### src/design/b64d_pkg.sv
package b64d_pkg;

    localparam logic [7:0] PAD_CHAR = 8'h3D;

    // result queue geometry
    localparam int FIFO_DEPTH = 8;
    localparam int PTR_W      = $clog2(FIFO_DEPTH);
    localparam int CNT_W      = $clog2(FIFO_DEPTH + 1);
    localparam int MAX_PUSH   = 4;
    localparam int PUSH_W     = $clog2(MAX_PUSH + 1);

    localparam logic [1:0] QUAD_LAST = 2'd3;

    typedef enum logic [1:0] {
        STAT_OK      = 2'd0,
        STAT_LENGTH  = 2'd1,
        STAT_PADDING = 2'd2,
        STAT_INVALID = 2'd3
    } status_t;

    typedef struct packed {
        logic [7:0] data_byte;
        logic       is_status;
        status_t    status;
        logic       last_result;
    } result_t;

    // bit 6 set marks a character outside the alphabet
    typedef logic [6:0] sextet_t;

    function automatic sextet_t sextet_of(input logic [7:0] c);
        sextet_t s;
        s = 7'h40;
        if (c >= 8'h41 && c <= 8'h5A)
        begin
            s = {1'b0, 6'(c - 8'h41)};
        end
        else if (c >= 8'h61 && c <= 8'h7A)
        begin
            s = {1'b0, 6'(c - 8'h61 + 8'd26)};
        end
        else if (c >= 8'h30 && c <= 8'h39)
        begin
            s = {1'b0, 6'(c - 8'h30 + 8'd52)};
        end
        else if (c == 8'h2B)
        begin
            s = 7'd62;
        end
        else if (c == 8'h2F)
        begin
            s = 7'd63;
        end
        return s;
    endfunction

    function automatic result_t byte_result(input logic [7:0] b);
        result_t r;
        r.data_byte   = b;
        r.is_status   = 1'b0;
        r.status      = STAT_OK;
        r.last_result = 1'b0;
        return r;
    endfunction

    function automatic result_t status_result(input status_t st);
        result_t r;
        r.data_byte   = 8'd0;
        r.is_status   = 1'b1;
        r.status      = st;
        r.last_result = 1'b1;
        return r;
    endfunction

endpackage

### src/design/b64d_fifo.sv
module b64d_fifo
    import b64d_pkg::*;
(
    input  logic              clk,
    input  logic              rst_n,
    input  logic [PUSH_W-1:0] push_cnt,
    input  result_t           push_data [MAX_PUSH],
    output logic              room,
    output logic              pop_valid,
    input  logic              pop_ready,
    output result_t           pop_data
);

    result_t           mem_reg [FIFO_DEPTH];
    logic [PTR_W-1:0]  head_reg;
    logic [PTR_W-1:0]  head_next;
    logic [PTR_W-1:0]  tail_reg;
    logic [PTR_W-1:0]  tail_next;
    logic [CNT_W-1:0]  count_reg;
    logic [CNT_W-1:0]  count_next;
    logic              pop;

    // room for the largest group one character can produce
    assign room      = (count_reg <= CNT_W'(FIFO_DEPTH - MAX_PUSH));
    assign pop_valid = (count_reg != '0);
    assign pop_data  = mem_reg[head_reg];
    assign pop       = pop_valid && pop_ready;

    always_comb
    begin
        head_next  = head_reg + PTR_W'(pop);
        tail_next  = tail_reg + PTR_W'(push_cnt);
        count_next = count_reg + CNT_W'(push_cnt) - CNT_W'(pop);
    end

    always_ff @(posedge clk or negedge rst_n)
    begin
        if (!rst_n)
        begin
            head_reg  <= '0;
            tail_reg  <= '0;
            count_reg <= '0;
        end
        else
        begin
            head_reg  <= head_next;
            tail_reg  <= tail_next;
            count_reg <= count_next;
        end
    end

    always_ff @(posedge clk)
    begin
        for (int k = 0; k < MAX_PUSH; k++)
        begin
            if (PUSH_W'(k) < push_cnt)
            begin
                mem_reg[tail_reg + PTR_W'(k)] <= push_data[k];
            end
        end
    end

endmodule

### config.mk
export PLATFORM = sky130hd
export DESIGN_NAME = b64d_fifo
export DESIGN_NICKNAME = d
export VERILOG_FILES = /design/src/design/b64d_pkg.sv /design/src/design/b64d_fifo.sv
export SDC_FILE = /design/constraint.sdc
export NUM_CORES = 1
export LEC_CHECK = 0
export BUFFER_PORTS_ARGS = -buffer_cell sky130_fd_sc_hd__buf_2
export CAP_MARGIN = 25
export CORE_MARGIN = 1.5
export CORE_UTILIZATION = 55
export CTS_CLUSTER_SIZE = 16
export DETAILED_ROUTE_END_ITERATION = 6
export GPL_ROUTABILITY_DRIVEN = 0
export HOLD_SLACK_MARGIN = 0.02
export PLACE_DENSITY = 0.75
export SLEW_MARGIN = 10
export SYNTH_ARGS = -nofsm -noshare
export SYNTH_HDL_FRONTEND = slang
export SYNTH_SLANG_ARGS = --single-unit
export TNS_END_PERCENT = 50
### constraint.sdc
create_clock -name clk -period 4.05 [get_ports clk]
set_input_delay 0 -clock clk [delete_from_list [all_inputs] [get_ports clk]]
set_output_delay 0 -clock clk [all_outputs]
set_load 0.05 [all_outputs]
Yosys cells after proc, flatten, opt, wreduce, memory -nomap -nowiden
Memories as Yosys holds them, arrays and structs flattened.
Cells that the tools add are included.
- add/subtract/negate cells: 7
- multipliers: 0
- div/mod/pow operators: 0
- magnitude comparators: 5
- equality and inequality tests: 0
- shifts and indexed selects: 0
- mux-type cells: 8
- bitwise logic cells: 0
- reduce and logical (&&, ||, !) cells: 2
- operators by type and width (kind ; number):
    $mux 1 ; 8
    $add 3x2->3 const B ; 2
    $lt 1x3->1 const A ; 2
    $lt 2x3->1 const A ; 2
    $add 4x3->4 ; 1
    $le 4x3->1 const B ; 1
    $reduce_bool 4->1 ; 1
    $sub 4x1->4 ; 1
    $add 3x1->3 ; 1
    $add 3x1->3 const B ; 1
    $add 3x3->3 ; 1
    $logic_and 1x1->1 ; 1
- bits in registers: 10
- latch bits: 0
- memory bits (writable): 96
- memory bits (read-only): 0
- word-level logic and storage cells: 26
- memories kept: 1
- memories (memory ; words ; width ; read ports ; clocked after memory_dff ; write ports ; RTL line ; text):
    mem_reg ; 8 ; 12 ; 1 ; 0 ; 4 ; b64d_fifo.sv:14 ; result_t mem_reg [FIFO_DEPTH];

Depth between registers and ports, before layout
Gate-level depths: netlist of run 1.
- word-level depth: 3
- mapped depth: 9
- depth with buffers taken out: 8

Worst setup path before layout of run 1
OpenSTA, ideal clock, no wires.
- path type: reg-to-reg
- start: register tail_reg[0]
- end: memory mem_reg[3][0] in the netlist's numbering, enable pin
- setup time: 0.385 ns
- data arrival time: 2.225 ns
- data required time: 3.665 ns
- path slack: 1.439 ns
- cell stages (with the launch flop): 8
- buffers on the path: 2
- clock period less this slack: 2.611 ns
- path through: dfrtp_1 buf_2 inv_1 ha_1 nor3b_1 nand2_1 clkbuf_1 o211ai_1
- RTL lines (element ; RTL line ; text):
    start: declaration ; b64d_fifo.sv:17 ; logic [PTR_W-1:0] tail_reg;
    start signal: assignment ; b64d_fifo.sv:47 ; tail_reg <= tail_next;
    end: declaration ; b64d_fifo.sv:14 ;

==> impl_metrics.py, run 1 <==
metrics = {
    "hold_path": {
        "worstHoldPathType": "input pin to flip-flop",
    },
    "yosys": {
        "netlist_area_um2": 7050,
        "ys_types": 44,
        "synthCells": 648,
        "synth_seq_cells": 106,
        "async_reset_ff_share_pct": 9.43,
        "ys_seq_area_share_pct": 44.4,
        "synth_ff_type": "edfxtp_1",
        "synth_edf_count": 96,
        "synth_fp_nets": 715,
        "synth_area_per_cell_um2": 10.9,
        "synth_warnings": 0,
    },
    "layout": {
        "drive_gt1_share_pct": 21.9,
        "n_fill_cell": 1008,
        "final_common_cell": "edfxtp_1",
        "largest_reg_flops": 96,
        "area_growth_pct": 8.36,
        "fin_util_pct": 60.8,
        "nets": 721,
        "final_cell_mix": "edfxtp_1 (96), o22ai_1 (88), mux2i_1 (81), a21oi_1 (79), buf_2 (67)",
        "n_antenna_cell": 0,
    },
    "pwr": {
        "comb_power_share_pct": 57.1,
        "clkPwrFrac_pct": 10.3,
        "p_per_area_nw_per_um2": 1040,
        "power.switching_mw": 3.67,
        "vdd_ir_drop_max_mv": 0.534,
        "power.share.switching_pct": 46.4,
        "p_int_mw": 4.24,
        "leakage_nw": 2.89,
        "seq_power_share_pct": 32.6,
    },
    "global_routing": {
        "grt_pass1_wl_mm": 33.5,
        "grt_pass1_vias": 5934,
        "grt_overflow": 0,
        "antenna_found_initial": 0,
        "grt.total_usage_pct": 34.6,
        "grt_max_degree": 20,
    },
    "timing": {
        "rsz0062_at_grt": "no",
        "final_max_slew_viol_count": 0,
        "finalHoldViolCount": 0,
        "fin_crit_sh_pct": 87.6,
        "relSlewSlack_pct": 48.0,
        "clock.fmax_mhz": 282,
        "setup_violations": 0,
        "worst_pin_slew_ps": 780,
        "fin_worst_skew_ps": 6.52,
        "period_minus_slack_ps": 3550,
        "fin_setup_tns_ps": 0,
    },
    "setup_path": {
        "critPathMaxFanout": 19,
        "crit_arrival_ps": 3480,
        "crit_type": "flip-flop to flip-flop",
        "cp-start-kind": "flip-flop",
        "required_ps": 3980,
        "endpoint_kind": "flip-flop",
    },
    "route": {
        "drtAntennaViolNets": 0,
        "routed_via_density": 7.20,
        "drtIter0Drc": 979,
        "post_drt_wl_per_cell_um": 26.7,
        "vias": 5973,
        "drtPass1Iterations": 7,
        "drc": 3,
        "totalWireLength_mm": 22.2,
    },
    "floorplan": {
        "core_um2": 12600,
        "die_h_um": 116,
        "top_level_ports": 68,
        "fp.dieW_um": 116,
        "row_count": 41,
        "start_util_pct": 56.1,
        "dieArea_um2": 13500,
    },
    "outcome": {
        "violations": "design-rule violations",
        "status": "finished, violations left",
    },
    "flow_run": {
        "max_cap_viol_count": 0,
    },
    "clocking": {
        "cts_max_level": 3,
        "cts_tree": "yes",
        "clockRootBuffer": "clkbuf_16",
        "clock-sinks": 106,
        "path_clk_slew_ps": 70,
        "cts-buffers-inserted": 9,
        "worstSkewPairLatency_ps": 360,
        "clockBufferDepth": 2,
    },
    "placement": {
        "dpl.hpwl_mm": 15.6,
        "port_buffers": 67,
    },
}
## power by group through the flow
stage	sequential (mW)	combinational [mW]	clock (mW)
after CTS	2.58	4.41	0.818
after global placement	2.57	4.20	0
final	2.58	4.52	0.815
after floorplan	2.34	3.46	0
after global routing	2.64	4.80	0.853
after detailed placement	2.59	4.39	0
## Yosys cell counts (3+ instances only)
| master | n | area [µm²] |
|---|---|---|
| a21o_1 | 5 | 37.5 |
| a21oi_1 | 79 | 395 |
| a22oi_1 | 7 | 52.6 |
| a31oi_1 | 13 | 81.3 |
| and2_1 | 9 | 56.3 |
| buf_1 | 21 | 78.8 |
| buf_2 | 17 | 85.1 |
| buf_4 | 6 | 45.0 |
| clkbuf_1 | 44 | 165 |
| dfrtp_1 | 10 | 250 |
| edfxtp_1 | 96 | 2880 |
| ha_1 | 11 | 138 |
| inv_1 | 19 | 71.3 |
| mux2_2 | 15 | 169 |
| mux2i_1 | 81 | 811 |
| mux4_2 | 24 | 541 |
| nand2_1 | 35 | 131 |
| nand3_1 | 12 | 60.1 |
| nand4_1 | 4 | 25.0 |
| nor2_1 | 5 | 18.8 |
| nor2b_1 | 3 | 18.8 |
| nor3_2 | 3 | 30.0 |
| o211ai_1 | 3 | 22.5 |
| o21ai_0 | 9 | 45.0 |
| o22ai_1 | 88 | 551 |
| or3_1 | 3 | 18.8 |
| xnor2_1 | 5 | 43.8 |
| xor2_1 | 3 | 26.3 |
## area by class of cell
cell class,count,area [µm²],area share [%]
tap,172,215,2.82
multi-input combinational,432,3450,45.1
clock inverter,6,42.5,0.557
timing repair buffer,86,508,6.65
clock buffer,9,225,2.95
sequential,106,3130,41.0
inverter,19,71.3,0.933
## path summary, 6_finish.rpt
| check | from | endpoint | slack, ps | depth (start not counted) |
|---|---|---|---|---|
| setup / recovery | tail_reg[0]$_DFF_PN0_ | mem_reg[2][9]$_DFFE_PP_ | 500 | 5 |
| hold / removal | pop_ready | head_reg[0]$_DFF_PN0_ | 20 | 3 |
| setup reg to reg | tail_reg[0]$_DFF_PN0_ | mem_reg[2][9]$_DFFE_PP_ | 500 | 5 |
| hold reg to reg | count_reg[3]$_DFF_PN0_ | count_reg[3]$_DFF_PN0_ | 660 | 2 |
| max in group asynchronous | rst_n | head_reg[1]$_DFF_PN0_ | 2620 | 4 |
| min in group asynchronous | rst_n | tail_reg[1]$_DFF_PN0_ | 510 | 3 |
## repair_timing
action,CTS,global route
endpoints found under the hold margin,12,0
setup buffers,0,0
resized for setup,0,0
hold buffers,4,0
## per-stage QoR
stage | cell area (µm²) | instances | hold WS [ps] | power [mW] | setup WS (ps)
6_report | 7640 | 830 | 21.5 | 7.91 | 501
3_3_place_gp | 7310 | 810 | -134 | 6.77 | 807
2_1_floorplan | 7050 | 648 | -296 | 5.79 | 1440
4_1_cts | 7640 | 830 | 20.6 | 7.80 | 571
5_1_grt | 7640 | 830 | 44.6 | 8.30 | 212
3_5_place_dp | 7330 | 811 | -128 | 6.98 | 612
## routing by layer
metal / share of wire [%] / routed length, µm / global-route usage [%] / vias up
met5: 0 / 0 / 0 / -
met4: 7.5 / 1660 / 24.3 / 0
li1: - / - / - / 2502
met3: 13 / 2860 / 10.0 / 140
met1: 35 / 7750 / 42.8 / 2776
met2: 45 / 9890 / 52.3 / 555
## cells by family after synthesis
kind of cell             after synthesis  synth area share, %
adder cells (fa/ha/maj)               14                 2.66
AO/OA/AOI/OAI                        207                 17.2
XOR/XNOR                              10                 1.61
flip-flops                           106                 44.4
buffers and inverters                110                 6.71
AND/OR/NAND/NOR                       81                 5.87
multiplexers                         120                 21.6
## critical path, cell delays in order, from the launching register on
cell and delay [ps]:
dfrtp_1 690, inv_1 230, ha_1 680, or3_1 470, and2_1 490, nand3_1 560
Power figures use the tool's default switching activity.
==> inputs of run 2 (changes only) <==
Settings changed: CORE_UTILIZATION 55 to 25, PLACE_DENSITY 0.75 to not set.
==> run 2 against run 1 <==
Combinational power is essentially flat. The run now ends clean. Flip-flop and latch count is the same. Critical path depth is 1 higher. Setup slack improved by 320 ps. Largest cell class unchanged. Clock-buffer cell count is 1 higher. Hold slack better by 14 ps. Global-route usage shrank 18 points. Fmax increased by 9.9%. Design area grew 3.6%. Wire length increased by 7.0%.
==> impl_metrics.py, run 2 (synthesis results as in run 1) <==
metrics = {
    "layout": {
        "n_fill_cell": 2882,
        "multi_input_area_um2": 3450,
        "area_growth_pct": 12.3,
        "final_cell_mix": "edfxtp_1 (96), o22ai_1 (88), mux2i_1 (81), a21oi_1 (79), buf_2 (67)",
        "fin_util_pct": 28.5,
        "drive_gt1_share_pct": 22.3,
        "final_common_cell": "edfxtp_1",
        "largest_reg_flops": 96,
        "regArea_um2": 3130,
        "nets": 722,
    },
    "floorplan": {
        "fp.dieW_um": 171,
        "core_um2": 27800,
        "die_h_um": 171,
        "top_level_ports": 68,
        "start_util_pct": 25.4,
        "dieArea_um2": 29200,
        "row_count": 61,
    },
    "setup_path": {
        "critical-path-slowest-cell": "ha_1",
        "crit_type": "flip-flop to flip-flop",
        "path_delay_family": "simple AND/OR/NAND/NOR gates",
        "critical-path-max-stage-delay_ps": 640,
        "required_ps": 3980,
        "endpoint_kind": "flip-flop",
        "cp_cell_sequence": "buf_4, inv_1, ha_1, or3_1, and2_1, nand3_1",
        "rrSetupSlack_ps": 820,
        "cp-start-kind": "flip-flop",
        "critPathMaxFanout": 19,
        "crit_arrival_ps": 3170,
        "cp_num_buf_inv": 2,
    },
    "timing": {
        "relSlewSlack_pct": 53.2,
        "period_minus_slack_ps": 3230,
        "fin_worst_skew_ps": 6.55,
        "fin_crit_sh_pct": 79.8,
        "clock.fmax_mhz": 310,
        "final_max_slew_viol_count": 0,
        "setup_slack_ps": 819,
        "setup_violations": 0,
        "rsz0062_at_grt": "no",
        "fin_setup_tns_ps": 0,
        "finalHoldViolCount": 0,
        "worst_pin_slew_ps": 701,
    },
    "placement": {
        "dpl.hpwl_mm": 17.2,
        "place_ws_ps": 907,
        "port_buffers": 67,
    },
    "pwr": {
        "p_int_mw": 4.30,
        "clkPwrFrac_pct": 11.5,
        "leakage_nw": 2.91,
        "seq_power_share_pct": 31.3,
        "p_per_area_nw_per_um2": 1000,
        "comb_power_share_pct": 57.2,
        "power.share.switching_pct": 45.9,
        "vdd_ir_drop_max_mv": 0.362,
        "power_mw": 7.95,
        "power.switching_mw": 3.65,
    },
    "route": {
        "drtPass1Iterations": 5,
        "post_drt_wl_per_cell_um": 22.8,
        "drc": 0,
        "drtIter0Drc": 738,
        "totalWireLength_mm": 23.7,
        "routed_via_density": 5.60,
        "vias": 5821,
        "drtAntennaViolNets": 0,
    },
    "clocking": {
        "cts_max_level": 3,
        "cts_tree": "yes",
        "cts-buffers-inserted": 9,
        "clock-sinks": 106,
        "post_cts_resized": 0,
        "worstSkewPairLatency_ps": 360,
        "path_clk_slew_ps": 70,
        "clockRootBuffer": "clkbuf_16",
        "clockBufferDepth": 2,
    },
    "global_routing": {
        "grt_pass1_wl_mm": 34.9,
        "grt_pass1_vias": 5350,
        "grt_max_degree": 25,
        "grt_overflow": 0,
        "antenna_found_initial": 2,
        "grt.total_usage_pct": 16.3,
    },
    "hold_path": {
        "worstHoldPathType": "input pin to flip-flop",
    },
    "flow_run": {
        "max_cap_viol_count": 0,
    },
    "outcome": {
        "status": "complete, no violations",
    },
}
## run 2: cell type report
cell class / count / area share (%)
Clock inverter: 6 / 0.901
Sequential cell: 106 / 39.6
Tap cell: 378 / 5.97
Inverter: 19 / 0.901
Multi-Input combinational cell: 432 / 43.5
Timing Repair Buffer: 87 / 6.19
Antenna cell: 1 / 0.0316
Clock buffer: 10 / 2.89
## run 2: stage by stage
stage	instance area [µm²]	hold slack [ps]	cells
global route	7920	51.6	1038
CTS	7920	32.5	1038
global placement	7590	-120	1020
floorplan	7050	-296	648
finish	7920	35.0	1039
detailed placement	7590	-118	1020
## run 2: path summary, 6_finish.rpt
path	to	startpoint	cells past startpoint
setup / recovery	mem_reg[2][9]$_DFFE_PP_	tail_reg[0]$_DFF_PN0_	6
hold / removal	head_reg[0]$_DFF_PN0_	pop_ready	3
setup reg to reg	mem_reg[2][9]$_DFFE_PP_	tail_reg[0]$_DFF_PN0_	6
hold reg to reg	head_reg[1]$_DFF_PN0_	head_reg[1]$_DFF_PN0_	1
max in group asynchronous	head_reg[2]$_DFF_PN0_	rst_n	2
min in group asynchronous	count_reg[3]$_DFF_PN0_	rst_n	2
## run 2: what timing repair did
item | in CTS | in global routing
hold endpoints to repair | 12 | 0
setup buffers | 0 | 0
hold buffers | 2 | 0
## run 2: layer usage
layer  part of all wire (%)  global-route usage [%]  routed length, µm
met4                    4.1                    7.32                966
met1                     43                    24.1              10200
met3                     12                    3.77               2770
met5                  0.030                       0                  7
met2                     41                    22.4               9760
## run 2: worst reg2reg max path, delay by kind of cell, from the launching register on
family,cells,cell delay [ps]
AND/OR/NAND/NOR,3,1500
adder cells (fa/ha/maj),1,640
flip-flops,1,320
buffers and inverters,2,350
## run 2: power groups by stage
stage	Sequential [mW]	Combinational (mW)	Clock, mW
3_3_place_gp	2.50	4.45	0
4_1_cts	2.49	4.53	0.918
3_5_place_dp	2.50	4.53	0
6_report	2.49	4.55	0.913
2_1_floorplan	2.34	3.46	0
5_1_grt	2.55	4.84	0.958
==> inputs of run 3 (changes only) <==
Clock period 4.05 ns to 3 ns, I/O delays scaled along.
==> run 3 against run 2 <==
Via count rose by 3.2%. Clock-buffer cell count rose by 1. Highest routed layer unchanged. Sequential power rose by 33%. First-iteration DRC count rose by 31%. Fmax rose by 23%.
==> impl_metrics.py, run 3 (synthesis results as in run 1) <==
metrics = {
    "outcome": {
        "status": "complete, no violations",
    },
    "floorplan": {
        "dieArea_um2": 29200,
        "start_util_pct": 25.4,
        "top_level_ports": 68,
        "fp.dieW_um": 171,
        "core_um2": 27800,
        "die_h_um": 171,
        "row_count": 61,
    },
    "layout": {
        "n_antenna_cell": 0,
        "area_growth_pct": 15.0,
        "drive_gt1_share_pct": 24.7,
        "largest_reg_flops": 96,
        "n_fill_cell": 2942,
        "final_cell_mix": "edfxtp_1 (96), o22ai_1 (88), mux2i_1 (81), a21oi_1 (79), buf_2 (67)",
        "nets": 748,
        "final_common_cell": "edfxtp_1",
        "fin_cells": 1063,
    },
    "global_routing": {
        "grt_pass1_wl_mm": 37.8,
        "grt_overflow": 0,
        "top_usage_layer": "met2",
        "grt.total_usage_pct": 17.8,
        "grt.met3_usage_pct": 5.55,
        "antenna_found_initial": 2,
        "grtUsageMet1_pct": 23.1,
        "grt_util_met2_pct": 27.8,
        "grt_max_degree": 25,
        "grt_pass1_vias": 6117,
    },
    "timing": {
        "worst_pin_slew_ps": 831,
        "finalHoldViolCount": 0,
        "clock.fmax_mhz": 380,
        "setup_violations": 0,
        "period_minus_slack_ps": 2630,
        "rsz0062_at_grt": "no",
        "fin_setup_tns_ps": 0,
        "fin_crit_sh_pct": 87.7,
        "final_max_slew_viol_count": 0,
        "fin_worst_skew_ps": 6.31,
        "relSlewSlack_pct": 44.6,
    },
    "pwr": {
        "p_int_mw": 6.10,
        "seq_power_share_pct": 29.3,
        "leakage_nw": 3.03,
        "p_per_area_nw_per_um2": 1400,
        "power.switching_mw": 5.23,
        "comb_power_share_pct": 60.2,
        "power.share.switching_pct": 46.2,
        "clkPwrFrac_pct": 10.5,
        "vdd_ir_drop_max_mv": 0.688,
    },
    "placement": {
        "placedCellCount": 1045,
        "port_buffers": 67,
        "dpl.hpwl_mm": 17.8,
    },
    "setup_path": {
        "crit_arrival_ps": 2700,
        "r2r-end": "mem_reg[3][8]$_DFFE_PP_",
        "critPathMaxFanout": 11,
        "cp-startpoint": "tail_reg[1]$_DFF_PN0_",
        "endpoint_kind": "flip-flop",
        "crit_type": "flip-flop to flip-flop",
        "rrSetupSlack_ps": 370,
        "rr_startpoint": "tail_reg[1]$_DFF_PN0_",
        "critical-path-slowest-cell": "and2_1",
        "cp-start-kind": "flip-flop",
        "required_ps": 3060,
        "rr_worst_depth": 7,
        "cp_cell_sequence": "inv_1, ha_1, nor3b_1, buf_4, nand2_1, and2_1, a21oi_1",
        "critical-path-max-stage-delay_ps": 660,
        "endpoint": "mem_reg[3][8]$_DFFE_PP_",
    },
    "route": {
        "post_drt_wl_per_cell_um": 24.2,
        "vias": 6008,
        "totalWireLength_mm": 25.7,
        "drtIter0Drc": 970,
        "drc": 0,
        "drtPass1Iterations": 7,
        "drtAntennaViolNets": 0,
        "routed_via_density": 5.65,
    },
    "flow_run": {
        "max_cap_viol_count": 0,
    },
    "clocking": {
        "cts_tree": "yes",
        "post_cts_resized": 0,
        "clockRootBuffer": "clkbuf_16",
        "cts_hold_buffers": 3,
        "clockBufferDepth": 2,
        "path_clk_slew_ps": 70,
        "clock-sinks": 106,
        "worstSkewPairLatency_ps": 360,
        "cts_max_level": 3,
        "post_cts_buffers": 0,
        "cts-buffers-inserted": 9,
    },
    "hold_path": {
        "worstHoldPathType": "input pin to asynchronous set/reset pin",
    },
}
[run 3: worst max-delay path, delay by kind of cell, from the launching register on]
| family | cells | cell delay, ps |
|---|---|---|
| fa+ha+maj | 1 | 420 |
| buf+inv | 2 | 270 |
| compound gates | 1 | 170 |
| flops | 1 | 480 |
| simple gates | 3 | 980 |
[run 3: power by group through the flow]
stage                     sequential (mW)  clock (mW)  combinational (mW)
after floorplan                      3.15           0                4.66
after global placement               3.33           0                6.65
after detailed placement             3.36           0                6.76
after CTS                            3.33        1.21                6.77
after global routing                 3.39        1.25                7.22
final                                3.32        1.19                6.81
[run 3: area by class of cell]
cell class | instances | area [µm²] | share of cell area, %
repair buffers | 113 | 713 | 8.79
well taps | 378 | 473 | 5.83
clock inverters | 4 | 43.8 | 0.540
inverters | 19 | 71.3 | 0.879
clock buffers | 11 | 233 | 2.87
multi-input cells | 432 | 3450 | 42.5
flip-flops and latches | 106 | 3130 | 38.6
[run 3: per-layer routing]
| metal | share of wire, % | up-vias | wire length (µm) |
|---|---|---|---|
| met5 | 0.089 | - | 23 |
| met4 | 3.5 | 4 | 910 |
| met3 | 12 | 69 | 3120 |
| met2 | 45 | 463 | 11500 |
| met1 | 40 | 2922 | 10200 |
| li1 | - | 2550 | - |
[run 3: worst min-delay path by stage]
stage          start                      to  slack (ps)  cells past startpoint
6_report       rst_n   tail_reg[1]$_DFF_PN0_          40                      2
5_1_grt        rst_n   tail_reg[1]$_DFF_PN0_          60                      2
4_1_cts        rst_n   head_reg[0]$_DFF_PN0_          30                      2
3_5_place_dp   rst_n   head_reg[0]$_DFF_PN0_        -110                      1
3_3_place_gp   rst_n   head_reg[0]$_DFF_PN0_        -120                      1
2_1_floorplan  rst_n  count_reg[0]$_DFF_PN0_        -300                      0
[run 3: through the flow]
step                power [mW]  worst slack (ps)  util [%]  hold slack, ps  cell area, µm²
global route              11.9               222      29.2            56.1            8110
finish                    11.3               368      29.2            38.9            8110
detailed placement        10.1               436      28.1            -113            7810
floorplan                 7.82               389         -            -296            7050
global placement          9.98               483      28.1            -118            7810
CTS                       11.3               426      29.2            34.1            8110
